$ cat src/rtl/core/mqsb_pkg.sv
package mqsb_pkg;

  localparam int unsigned NUM_QUEUES_DEF = 4;
  localparam int unsigned DEPTH_DEF      = 16;
  localparam int unsigned DATA_W         = 32;

  typedef enum logic {
    KIND_ENQ = 1'b0,
    KIND_DEQ = 1'b1
  } kind_e;

  typedef enum logic [1:0] {
    ST_OK        = 2'd0,
    ST_OVERFLOW  = 2'd1,
    ST_UNDERFLOW = 2'd2
  } status_e;

  typedef enum logic [1:0] {
    S_IDLE,
    S_PTR,
    S_SLOT
  } state_e;

  typedef struct packed {
    kind_e              kind;
    logic [1:0]         queue_id;
    logic signed [31:0] value;
  } in_word_t;

  typedef struct packed {
    status_e            status;
    logic signed [31:0] data;
    logic               store_full;
    logic               queue_empty;
  } out_word_t;

  // controller to datapath
  typedef struct packed {
    logic load;
    logic slot_rd;
    logic commit_enq;
    logic commit_deq;
    logic commit_miss;
  } cmd_t;

  // datapath to controller
  typedef struct packed {
    logic is_deq;
    logic queue_nonempty;
    logic out_free;
  } sts_t;

endpackage

$ cat src/rtl/core/mqsb_stream_if.sv
interface mqsb_stream_if #(
  parameter type payload_t = logic
) ();
  logic     valid;
  logic     ready;
  payload_t payload;

  modport source (output valid, output payload, input ready);
  modport sink   (input valid, input payload, output ready);
endinterface

$ cat src/rtl/core/multi_queue_shared_buffer_unit.sv
// Several FIFO queues share one store of DEPTH data slots. Each word in is
// an enqueue (kind 0: value into queue queue_id) or a dequeue (kind 1), and
// each gives one result word: status ok/overflow/underflow, the dequeued
// data (-1 on underflow, 0 for enqueue), store_full and queue_empty for the
// state after the operation. A queue_id at or above NUM_QUEUES wraps modulo
// NUM_QUEUES. Words are processed one at a time: an enqueue, overflow or
// underflow passes through the pointer read state, a good dequeue through
// the pointer read and then the slot read state, and each waits in its last
// state while the output register still holds an unaccepted result. This
// order is set by the registered pointer rams (head/tail) followed by the
// registered link/data read of the head slot. The result sits in an output
// register, so the next word is taken while it waits. There is no clearing
// pass after reset: slots never used yet are tracked by a fill mark and
// form the tail of the free list, so the link ram needs no initial contents.
module multi_queue_shared_buffer_unit #(
  parameter int unsigned NUM_QUEUES = mqsb_pkg::NUM_QUEUES_DEF,
  parameter int unsigned DEPTH      = mqsb_pkg::DEPTH_DEF
) (
  input  logic          clk_i,
  input  logic          rst_ni,
  mqsb_stream_if.sink   in_i,
  mqsb_stream_if.source out_o
);

  // command and status between sequencer and datapath
  mqsb_pkg::cmd_t cmd;
  mqsb_pkg::sts_t sts;

  logic                in_ready;
  logic                out_valid;
  mqsb_pkg::out_word_t out_word;

  // sequencer: idle, pointer read, slot read
  mqsb_ctrl u_ctrl (
    .clk_i      (clk_i),
    .rst_ni     (rst_ni),
    .in_valid_i (in_i.valid),
    .in_ready_o (in_ready),
    .sts_i      (sts),
    .cmd_o      (cmd)
  );

  // pointer/link/data rams, free list and output register
  mqsb_dp #(
    .NUM_QUEUES (NUM_QUEUES),
    .DEPTH      (DEPTH)
  ) u_dp (
    .clk_i       (clk_i),
    .rst_ni      (rst_ni),
    .in_word_i   (in_i.payload),
    .cmd_i       (cmd),
    .sts_o       (sts),
    .out_valid_o (out_valid),
    .out_ready_i (out_o.ready),
    .out_word_o  (out_word)
  );

  // ready only while the sequencer is idle
  assign in_i.ready    = in_ready;
  assign out_o.valid   = out_valid;
  assign out_o.payload = out_word;

endmodule

$ cat src/rtl/core/mqsb_ram.sv
module mqsb_ram #(
  parameter int unsigned WIDTH = 32,
  parameter int unsigned DEPTH = 16,
  localparam int unsigned AW = (DEPTH > 1) ? $clog2(DEPTH) : 1
) (
  input  logic             clk_i,
  input  logic             we_i,
  input  logic [AW-1:0]    waddr_i,
  input  logic [WIDTH-1:0] wdata_i,
  input  logic             re_i,
  input  logic [AW-1:0]    raddr_i,
  output logic [WIDTH-1:0] rdata_o
);

  logic [WIDTH-1:0] mem [DEPTH];
  logic [WIDTH-1:0] rdata_q;

  always_ff @(posedge clk_i) begin
    if (we_i) begin
      mem[waddr_i] <= wdata_i;
    end
    if (re_i) begin
      rdata_q <= mem[raddr_i];
    end
  end

  assign rdata_o = rdata_q;

endmodule

$ cat src/rtl/core/mqsb_ctrl.sv
module mqsb_ctrl (
  input  logic               clk_i,
  input  logic               rst_ni,
  input  logic               in_valid_i,
  output logic               in_ready_o,
  input  mqsb_pkg::sts_t     sts_i,
  output mqsb_pkg::cmd_t     cmd_o
);

  mqsb_pkg::state_e state_q, state_d;

  always_ff @(posedge clk_i or negedge rst_ni) begin
    if (!rst_ni) begin
      state_q <= mqsb_pkg::S_IDLE;
    end else begin
      state_q <= state_d;
    end
  end

  always_comb begin
    state_d    = state_q;
    cmd_o      = '0;
    in_ready_o = 1'b0;
    case (state_q)
      mqsb_pkg::S_IDLE: begin
        in_ready_o = 1'b1;
        if (in_valid_i) begin
          cmd_o.load = 1'b1;
          state_d    = mqsb_pkg::S_PTR;
        end
      end
      mqsb_pkg::S_PTR: begin
        if (!sts_i.is_deq) begin
          if (sts_i.out_free) begin
            cmd_o.commit_enq = 1'b1;
            state_d          = mqsb_pkg::S_IDLE;
          end
        end else if (!sts_i.queue_nonempty) begin
          if (sts_i.out_free) begin
            cmd_o.commit_miss = 1'b1;
            state_d           = mqsb_pkg::S_IDLE;
          end
        end else begin
          cmd_o.slot_rd = 1'b1;
          state_d       = mqsb_pkg::S_SLOT;
        end
      end
      mqsb_pkg::S_SLOT: begin
        if (sts_i.out_free) begin
          cmd_o.commit_deq = 1'b1;
          state_d          = mqsb_pkg::S_IDLE;
        end
      end
      default: begin
        state_d = mqsb_pkg::S_IDLE;
      end
    endcase
  end

endmodule

$ cat src/rtl/core/mqsb_dp.sv
module mqsb_dp #(
  parameter int unsigned NUM_QUEUES = mqsb_pkg::NUM_QUEUES_DEF,
  parameter int unsigned DEPTH      = mqsb_pkg::DEPTH_DEF
) (
  input  logic                clk_i,
  input  logic                rst_ni,
  input  mqsb_pkg::in_word_t  in_word_i,
  input  mqsb_pkg::cmd_t      cmd_i,
  output mqsb_pkg::sts_t      sts_o,
  output logic                out_valid_o,
  input  logic                out_ready_i,
  output mqsb_pkg::out_word_t out_word_o
);

  localparam int unsigned SW = $clog2(DEPTH);
  localparam int unsigned PW = $clog2(DEPTH + 1);
  localparam int unsigned QW = (NUM_QUEUES > 1) ? $clog2(NUM_QUEUES) : 1;
  localparam logic [PW-1:0] NIL = PW'(DEPTH);
  localparam int unsigned DW = mqsb_pkg::DATA_W;

  // queue number folded into range
  function automatic logic [QW-1:0] qmod(input logic [1:0] id);
    logic [7:0] v;
    v = {6'd0, id};
    for (int i = 0; i < 4; i++) begin
      if (v >= 8'(NUM_QUEUES)) begin
        v = v - 8'(NUM_QUEUES);
      end
    end
    return v[QW-1:0];
  endfunction

  // latched operation
  mqsb_pkg::kind_e kind_q;
  logic [QW-1:0]   qsel_q;
  logic [DW-1:0]   value_q;

  // control state
  logic [PW-1:0]         fh_q, fh_d;
  logic [PW-1:0]         fresh_q, fresh_d;
  logic [NUM_QUEUES-1:0] nonempty_q, nonempty_d;

  logic                out_valid_q, out_valid_d;
  mqsb_pkg::out_word_t out_q, out_d;

  // ram read data
  logic [SW-1:0] head_rd, tail_rd;
  logic [PW-1:0] link_rd;
  logic [DW-1:0] data_rd;

  // ram write ports
  logic          head_we, tail_we, link_we, data_we;
  logic [QW-1:0] head_waddr;
  logic [SW-1:0] head_wdata, tail_wdata, link_waddr, data_waddr;
  logic [PW-1:0] link_wdata;
  logic [QW-1:0] ptr_raddr;
  logic [SW-1:0] link_raddr;

  logic          out_free;
  logic          have_slot, from_fresh, last_one;
  logic [SW-1:0] slot;
  logic [PW-1:0] fh_alloc;

  assign out_free   = !out_valid_q || out_ready_i;
  assign ptr_raddr  = qmod(in_word_i.queue_id);
  assign link_raddr = cmd_i.load ? fh_q[SW-1:0] : head_rd;

  assign have_slot  = (fh_q != NIL);
  assign slot       = fh_q[SW-1:0];
  assign from_fresh = (fh_q >= fresh_q);
  assign fh_alloc   = from_fresh ? (fh_q + PW'(1)) : link_rd;
  assign last_one   = (head_rd == tail_rd);

  assign sts_o.is_deq         = (kind_q == mqsb_pkg::KIND_DEQ);
  assign sts_o.queue_nonempty = nonempty_q[qsel_q];
  assign sts_o.out_free       = out_free;

  always_ff @(posedge clk_i) begin
    if (cmd_i.load) begin
      kind_q  <= in_word_i.kind;
      qsel_q  <= ptr_raddr;
      value_q <= in_word_i.value;
    end
  end

  always_comb begin
    fh_d        = fh_q;
    fresh_d     = fresh_q;
    nonempty_d  = nonempty_q;
    out_valid_d = out_valid_q && !out_ready_i;
    out_d       = out_q;
    head_we     = 1'b0;
    tail_we     = 1'b0;
    link_we     = 1'b0;
    data_we     = 1'b0;
    head_waddr  = qsel_q;
    head_wdata  = slot;
    tail_wdata  = slot;
    link_waddr  = tail_rd;
    link_wdata  = PW'(slot);
    data_waddr  = slot;

    if (cmd_i.commit_enq) begin
      out_valid_d       = 1'b1;
      out_d.data        = '0;
      if (have_slot) begin
        data_we           = 1'b1;
        tail_we           = 1'b1;
        link_we           = nonempty_q[qsel_q];
        head_we           = !nonempty_q[qsel_q];
        nonempty_d[qsel_q] = 1'b1;
        fh_d              = fh_alloc;
        if (from_fresh) begin
          fresh_d = fh_q + PW'(1);
        end
        out_d.status      = mqsb_pkg::ST_OK;
        out_d.store_full  = (fh_alloc == NIL);
        out_d.queue_empty = 1'b0;
      end else begin
        out_d.status      = mqsb_pkg::ST_OVERFLOW;
        out_d.store_full  = 1'b1;
        out_d.queue_empty = !nonempty_q[qsel_q];
      end
    end

    if (cmd_i.commit_deq) begin
      // head slot goes to the front of the free list
      link_we            = 1'b1;
      link_waddr         = head_rd;
      link_wdata         = fh_q;
      head_we            = !last_one;
      head_wdata         = link_rd[SW-1:0];
      nonempty_d[qsel_q] = !last_one;
      fh_d               = PW'(head_rd);
      out_valid_d        = 1'b1;
      out_d.status       = mqsb_pkg::ST_OK;
      out_d.data         = data_rd;
      out_d.store_full   = 1'b0;
      out_d.queue_empty  = last_one;
    end

    if (cmd_i.commit_miss) begin
      out_valid_d       = 1'b1;
      out_d.status      = mqsb_pkg::ST_UNDERFLOW;
      out_d.data        = '1;
      out_d.store_full  = !have_slot;
      out_d.queue_empty = 1'b1;
    end
  end

  always_ff @(posedge clk_i or negedge rst_ni) begin
    if (!rst_ni) begin
      fh_q        <= '0;
      fresh_q     <= '0;
      nonempty_q  <= '0;
      out_valid_q <= 1'b0;
    end else begin
      fh_q        <= fh_d;
      fresh_q     <= fresh_d;
      nonempty_q  <= nonempty_d;
      out_valid_q <= out_valid_d;
    end
  end

  always_ff @(posedge clk_i) begin
    out_q <= out_d;
  end

  assign out_valid_o = out_valid_q;
  assign out_word_o  = out_q;

  mqsb_ram #(.WIDTH(SW), .DEPTH(NUM_QUEUES)) u_head_ram (
    .clk_i   (clk_i),
    .we_i    (head_we),
    .waddr_i (head_waddr),
    .wdata_i (head_wdata),
    .re_i    (cmd_i.load),
    .raddr_i (ptr_raddr),
    .rdata_o (head_rd)
  );

  mqsb_ram #(.WIDTH(SW), .DEPTH(NUM_QUEUES)) u_tail_ram (
    .clk_i   (clk_i),
    .we_i    (tail_we),
    .waddr_i (qsel_q),
    .wdata_i (tail_wdata),
    .re_i    (cmd_i.load),
    .raddr_i (ptr_raddr),
    .rdata_o (tail_rd)
  );

  mqsb_ram #(.WIDTH(PW), .DEPTH(DEPTH)) u_link_ram (
    .clk_i   (clk_i),
    .we_i    (link_we),
    .waddr_i (link_waddr),
    .wdata_i (link_wdata),
    .re_i    (cmd_i.load || cmd_i.slot_rd),
    .raddr_i (link_raddr),
    .rdata_o (link_rd)
  );

  mqsb_ram #(.WIDTH(DW), .DEPTH(DEPTH)) u_data_ram (
    .clk_i   (clk_i),
    .we_i    (data_we),
    .waddr_i (data_waddr),
    .wdata_i (value_q),
    .re_i    (cmd_i.slot_rd),
    .raddr_i (head_rd),
    .rdata_o (data_rd)
  );

  // never commit over a result that is still waiting
  a_commit_room: assert property (@(posedge clk_i) disable iff (!rst_ni)
    (cmd_i.commit_enq || cmd_i.commit_deq || cmd_i.commit_miss) |-> out_free)
    else $error("result committed while output register busy");

  // untouched slots stay on the free list, so an empty free list means none remain
  a_free_fresh: assert property (@(posedge clk_i) disable iff (!rst_ni)
    (fh_q == NIL) |-> (fresh_q == NIL))
    else $error("free list empty with fresh slots left");

  // free head never points past the fresh mark
  a_fh_bound: assert property (@(posedge clk_i) disable iff (!rst_ni)
    (fresh_q <= NIL) && ((fh_q == NIL) || (fh_q <= fresh_q)))
    else $error("free head or fresh mark out of range");

  // a successful enqueue always leaves its queue non-empty
  a_enq_nonempty: assert property (@(posedge clk_i) disable iff (!rst_ni)
    (cmd_i.commit_enq && have_slot) |=> nonempty_q[$past(qsel_q)])
    else $error("queue empty after enqueue");

endmodule
$ cat src/flat_wrapper.sv
// flat-port wrapper written by rule: the top's interface ports become plain ports
module multi_queue_shared_buffer_unit_flat 
#(
  parameter int unsigned NUM_QUEUES = mqsb_pkg::NUM_QUEUES_DEF,
  parameter int unsigned DEPTH      = mqsb_pkg::DEPTH_DEF
)
  (clk_i, rst_ni, in_i_valid, in_i_payload, in_i_ready, out_o_valid, out_o_payload, out_o_ready);
  mqsb_stream_if in_i_i ();
  mqsb_stream_if out_o_i ();
  input  logic clk_i;
  input  logic rst_ni;
  input wire logic [$bits(in_i_i.valid)-1:0] in_i_valid;
  input wire logic [$bits(in_i_i.payload)-1:0] in_i_payload;
  output wire logic [$bits(in_i_i.ready)-1:0] in_i_ready;
  output wire logic [$bits(out_o_i.valid)-1:0] out_o_valid;
  output wire logic [$bits(out_o_i.payload)-1:0] out_o_payload;
  input wire logic [$bits(out_o_i.ready)-1:0] out_o_ready;
  assign in_i_i.valid = in_i_valid;
  assign in_i_i.payload = in_i_payload;
  assign in_i_ready = in_i_i.ready;
  assign out_o_valid = out_o_i.valid;
  assign out_o_payload = out_o_i.payload;
  assign out_o_i.ready = out_o_ready;
  multi_queue_shared_buffer_unit #(.NUM_QUEUES(NUM_QUEUES), .DEPTH(DEPTH)) u_core (.clk_i(clk_i), .rst_ni(rst_ni), .in_i(in_i_i), .out_o(out_o_i));
endmodule
$ cat config.mk
export PLATFORM = sky130hd
export DESIGN_NAME = multi_queue_shared_buffer_unit_flat
export DESIGN_NICKNAME = d
export VERILOG_FILES = /design/src/rtl/core/mqsb_pkg.sv /design/src/rtl/core/mqsb_stream_if.sv /design/src/rtl/core/multi_queue_shared_buffer_unit.sv /design/src/rtl/core/mqsb_ram.sv /design/src/rtl/core/mqsb_ctrl.sv /design/src/rtl/core/mqsb_dp.sv /design/src/flat_wrapper.sv
export SDC_FILE = /design/constraint.sdc
export NUM_CORES = 1
export LEC_CHECK = 0
export BUFFER_PORTS_ARGS = -buffer_cell sky130_fd_sc_hd__buf_2
export CAP_MARGIN = 20
export CORE_ASPECT_RATIO = 1.5
export CORE_UTILIZATION = 60
export CTS_BUF_LIST = sky130_fd_sc_hd__clkbuf_4
export DETAILED_ROUTE_END_ITERATION = 16
export PLACE_DENSITY = 0.77
export SLEW_MARGIN = 15
export SYNTH_ARGS = -nofsm -noshare
export SYNTH_HDL_FRONTEND = slang
export SYNTH_SLANG_ARGS = --single-unit
$ cat constraint.sdc
create_clock -name clk_i -period 8.2 [get_ports clk_i]
set_input_delay 0.82 -clock clk_i [delete_from_list [all_inputs] [get_ports clk_i]]
set_output_delay 0.82 -clock clk_i [all_outputs]
set_load 0.05 [all_outputs]
==> impl_metrics.tcl <==
set metrics [dict create \
    critPathLaunchType "flop" \
    core-area_sq_um 6531 \
    port_buffers 6 \
    ys_warn_count 0 \
    initial_utilization_pct 62.82 \
    synth_nets 275 \
    fmax_mhz 278.9 \
    first_iter_violations 234 \
    dp_slack_ns 4.557 \
    dp_cells 341 \
    reg2reg_slack_ns 4.61 \
    peakVddDrop_mv 0.2004 \
    n_fill_cell 442 \
    avgRoutedWirePerCell_microns 21.22 \
    rsz0062_at_grt "false" \
    synth_area_leader_cell "edfxtp_1" \
    switching_share_pct 33.92 \
    cts_hold_buf 0 \
    die_y_microns 103.3 \
    multi_input_area_sq_um 1129 \
    p_per_area_nw_per_um2 336.2 \
    cts_resized 0 \
    synthCells 263 \
    antenna_found_initial 0 \
    worst_slew_pin_slew_ns 0.9407 \
    cts_root_buf "clkbuf_4" \
    power_frac_clock_pct 18.7 \
    ys_seq_elements 98 \
    grt_pass1_wl_microns 11870 \
    finalNetCount 288 \
    setup_violations 0 \
    clock_insertion_delay_worst_skew_ns 0.44 \
    hold_ws_ns 0.2282 \
    grt_pass1_vias 2135 \
    regArea_sq_um 2878 \
    netlist.area_leader.share_pct 62.21 \
    arrival_ns 3.67 \
    grt_max_degree 27 \
    leakagePower_nw 1.512 \
    yosys_most_used_dff "edfxtp_1" \
    synthTopCellsByArea "edfxtp_1 62%, dfrtp_1 7.9%, mux4_2 4.4%" \
    die_x_microns 69.52 \
    drive_above_1_share_pct 17.44 \
    clock_path_buffers 2 \
    synth.most_common_cell "edfxtp_1" \
    drv_slew 0 \
    worst-setup-path-type "flop to flop" \
    setup_tns_ns 0 \
    cp_data_required_time_ns 8.28 \
    vias 2247 \
    p_sw_uw 497.5 \
    numCtsBuffers 9 \
    reg2reg_to "u_core.u_dp.u_link_ram.mem[0][2]" \
    drc 0 \
    overflow 0 \
    async_flop_share_pct 13.27 \
    avgViaCountPerCell 6.294 \
    netlist-cell-type-count 41 \
    outcome "finished clean" \
    die_area_sq_um 7179 \
    r2r-start "u_core.u_dp.fh_q[3]" \
    ff2ff_path_depth 5 \
    design.portCount 8 \
    maxSlewHeadroom_pct 35.95 \
    postCtsSetupRepairBufs 0 \
    fin_ws_ns 4.614 \
    hold_class "input pin to asynchronous set/reset pin" \
    htreeDepth 3 \
    dr.pass1.iters 4 \
    cts_tree "built" \
    num_rows 36 \
    max-cap-violations 0 \
    period_share_pct 43.73 \
    p_seq_share_pct 51.1 \
    cp_max_fo 22 \
    cp-endpoint "u_core.u_dp.u_link_ram.mem[0][2]" \
    synth_area_sq_um 4103 \
    post-route-min-period_ns 3.586 \
    critPathLaunch "u_core.u_dp.fh_q[3]" \
    pwr-share-comb_pct 30.1 \
    totalWireLength_microns 7577 \
    globalplace.congestion 0.7925 \
    dp_hpwl_microns 5053 \
    instances_no_fill 357 \
    clkSinkCount 98 \
    synth_common_cells "85 x edfxtp_1, 19 x nor2_1, 13 x dfrtp_1, 13 x inv_1" \
    end_kind "flop" \
    finClkSkew_ns 0.01461 \
    area_growth_pct 6.343 \
    grt_usage_pct 23.32 \
    finalHoldViolations 0 \
    final_antenna_net_count 0 \
    synth-edff-count 85 \
    synth_area_per_cell_sq_um 15.60 \
    cts.clk_slew.worst_paths_ns 0.15 \
    synth-seq-area-share_pct 70.14 \
    antenna_cells 0 \
    internal_power_uw 969.3 \
]
-- power groups by stage --
stage / Sequential (mW) / Combinational (mW) / Clock [mW]
global route: 0.758 / 0.487 / 0.297
finish: 0.750 / 0.442 / 0.275
detailed placement: 0.762 / 0.443 / 0
global placement: 0.756 / 0.431 / 0
CTS: 0.751 / 0.445 / 0.279
floorplan: 0.760 / 0.313 / 0
-- cell type report --
| cell class | count | share of cell area (%) |
|---|---|---|
| timing repair buffer | 8 | 1.032 |
| sequential | 98 | 65.96 |
| clock inverter | 6 | 1.864 |
| clock buffer | 10 | 1.721 |
| multi-input combinational | 143 | 25.87 |
| inverter | 16 | 1.377 |
| tap | 76 | 2.180 |
-- stage by stage --
| step | instance area [sq um] | util (%) | power [mW] |
|---|---|---|---|
| 2_1_floorplan | 4103 | - | 1.072 |
| 3_3_place_gp | 4203 | 64.35 | 1.187 |
| 3_5_place_dp | 4207 | 64.41 | 1.205 |
| 4_1_cts | 4363 | 66.80 | 1.474 |
| 5_1_grt | 4363 | 66.80 | 1.543 |
| 6_report | 4363 | 66.80 | 1.467 |
-- per-layer routing --
metal | vias to the layer above | track usage, % | wire, microns
li1 | 1050 | - | -
met1 | 1106 | 28.58 | 3088
met2 | 75 | 38.91 | 3924
met3 | 16 | 5.717 | 368
met4 | 0 | 12.09 | 197
met5 | - | 0 | 0
-- how the worst min path moves through the flow --
stage,startpoint,endpoint,slack (ns),depth (start not counted)
after floorplan,u_core.u_dp.u_head_ram.mem[0][0],u_core.u_dp.u_head_ram.rdata_o[0],0.40,0
after global placement,u_core.u_dp.u_tail_ram.mem[0][0],u_core.u_dp.u_tail_ram.rdata_o[0],0.41,0
after detailed placement,u_core.u_dp.u_head_ram.mem[0][0],u_core.u_dp.u_head_ram.rdata_o[0],0.41,0
after CTS,rst_ni,u_core.u_dp.nonempty_q[0],0.22,1
after global routing,rst_ni,u_core.u_dp.fresh_q[2],0.22,1
final,rst_ni,u_core.u_dp.fresh_q[4],0.23,1
-- registers in the layout (all words and copies together) (netlist names) --
register                        cells
u_core.u_dp.u_link_ram.mem         64
u_core.u_dp.fh_q                    5
u_core.u_dp.fresh_q                 5
u_core.u_dp.u_head_ram.mem          4
u_core.u_dp.u_head_ram.rdata_o      4
u_core.u_dp.u_link_ram.rdata_o      4
u_core.u_dp.u_tail_ram.mem          4
u_core.u_dp.u_tail_ram.rdata_o      4
u_core.u_ctrl.state_q               1
u_core.u_dp.nonempty_q              1
u_core.u_dp.out_valid_o             1
u_core.u_dp.out_word_o              1
-- cell usage in the layout, fill, tap and decap left out, types with 4 or more instances in the layout --
cell type   n
nor3_1      8
mux2i_1     8
dfrtp_1    13
nor2_1     19
mux2_2     12
nand2b_1    7
o31ai_1     6
clkbuf_4   10
buf_2       6
edfxtp_1   85
a31oi_1     4
nand2_1    12
nand3_1     6
mux4_2      8
inv_1      13
a21oi_1     7
o211ai_1    4
o22ai_1     6
a22oi_1     4
ha_1        7
-- cell families (layout without fill, tap and decap cells) --
| group | Yosys count | after routing | share of synthesized area (%) |
|---|---|---|---|
| AO/OA/AOI/OAI | 43 | 43 | 7.228 |
| XOR/XNOR | 2 | 2 | 0.4270 |
| adder cells (fa/ha/maj) | 7 | 7 | 2.135 |
| buffers and inverters | 22 | 40 | 2.440 |
| flip-flops | 98 | 98 | 70.14 |
| multiplexers | 29 | 29 | 10.19 |
| AND/OR/NAND/NOR | 62 | 62 | 7.441 |
-- worst max-delay path, stage by stage, from the launching register on --
cell	delay [ns]
dfrtp_1	0.89
clkinv_1	0.45
nand4_1	0.24
nand3_1	0.30
or4b_1	0.70
nor3_1	0.64
Note: power is estimated with default switching activity, not from simulation.
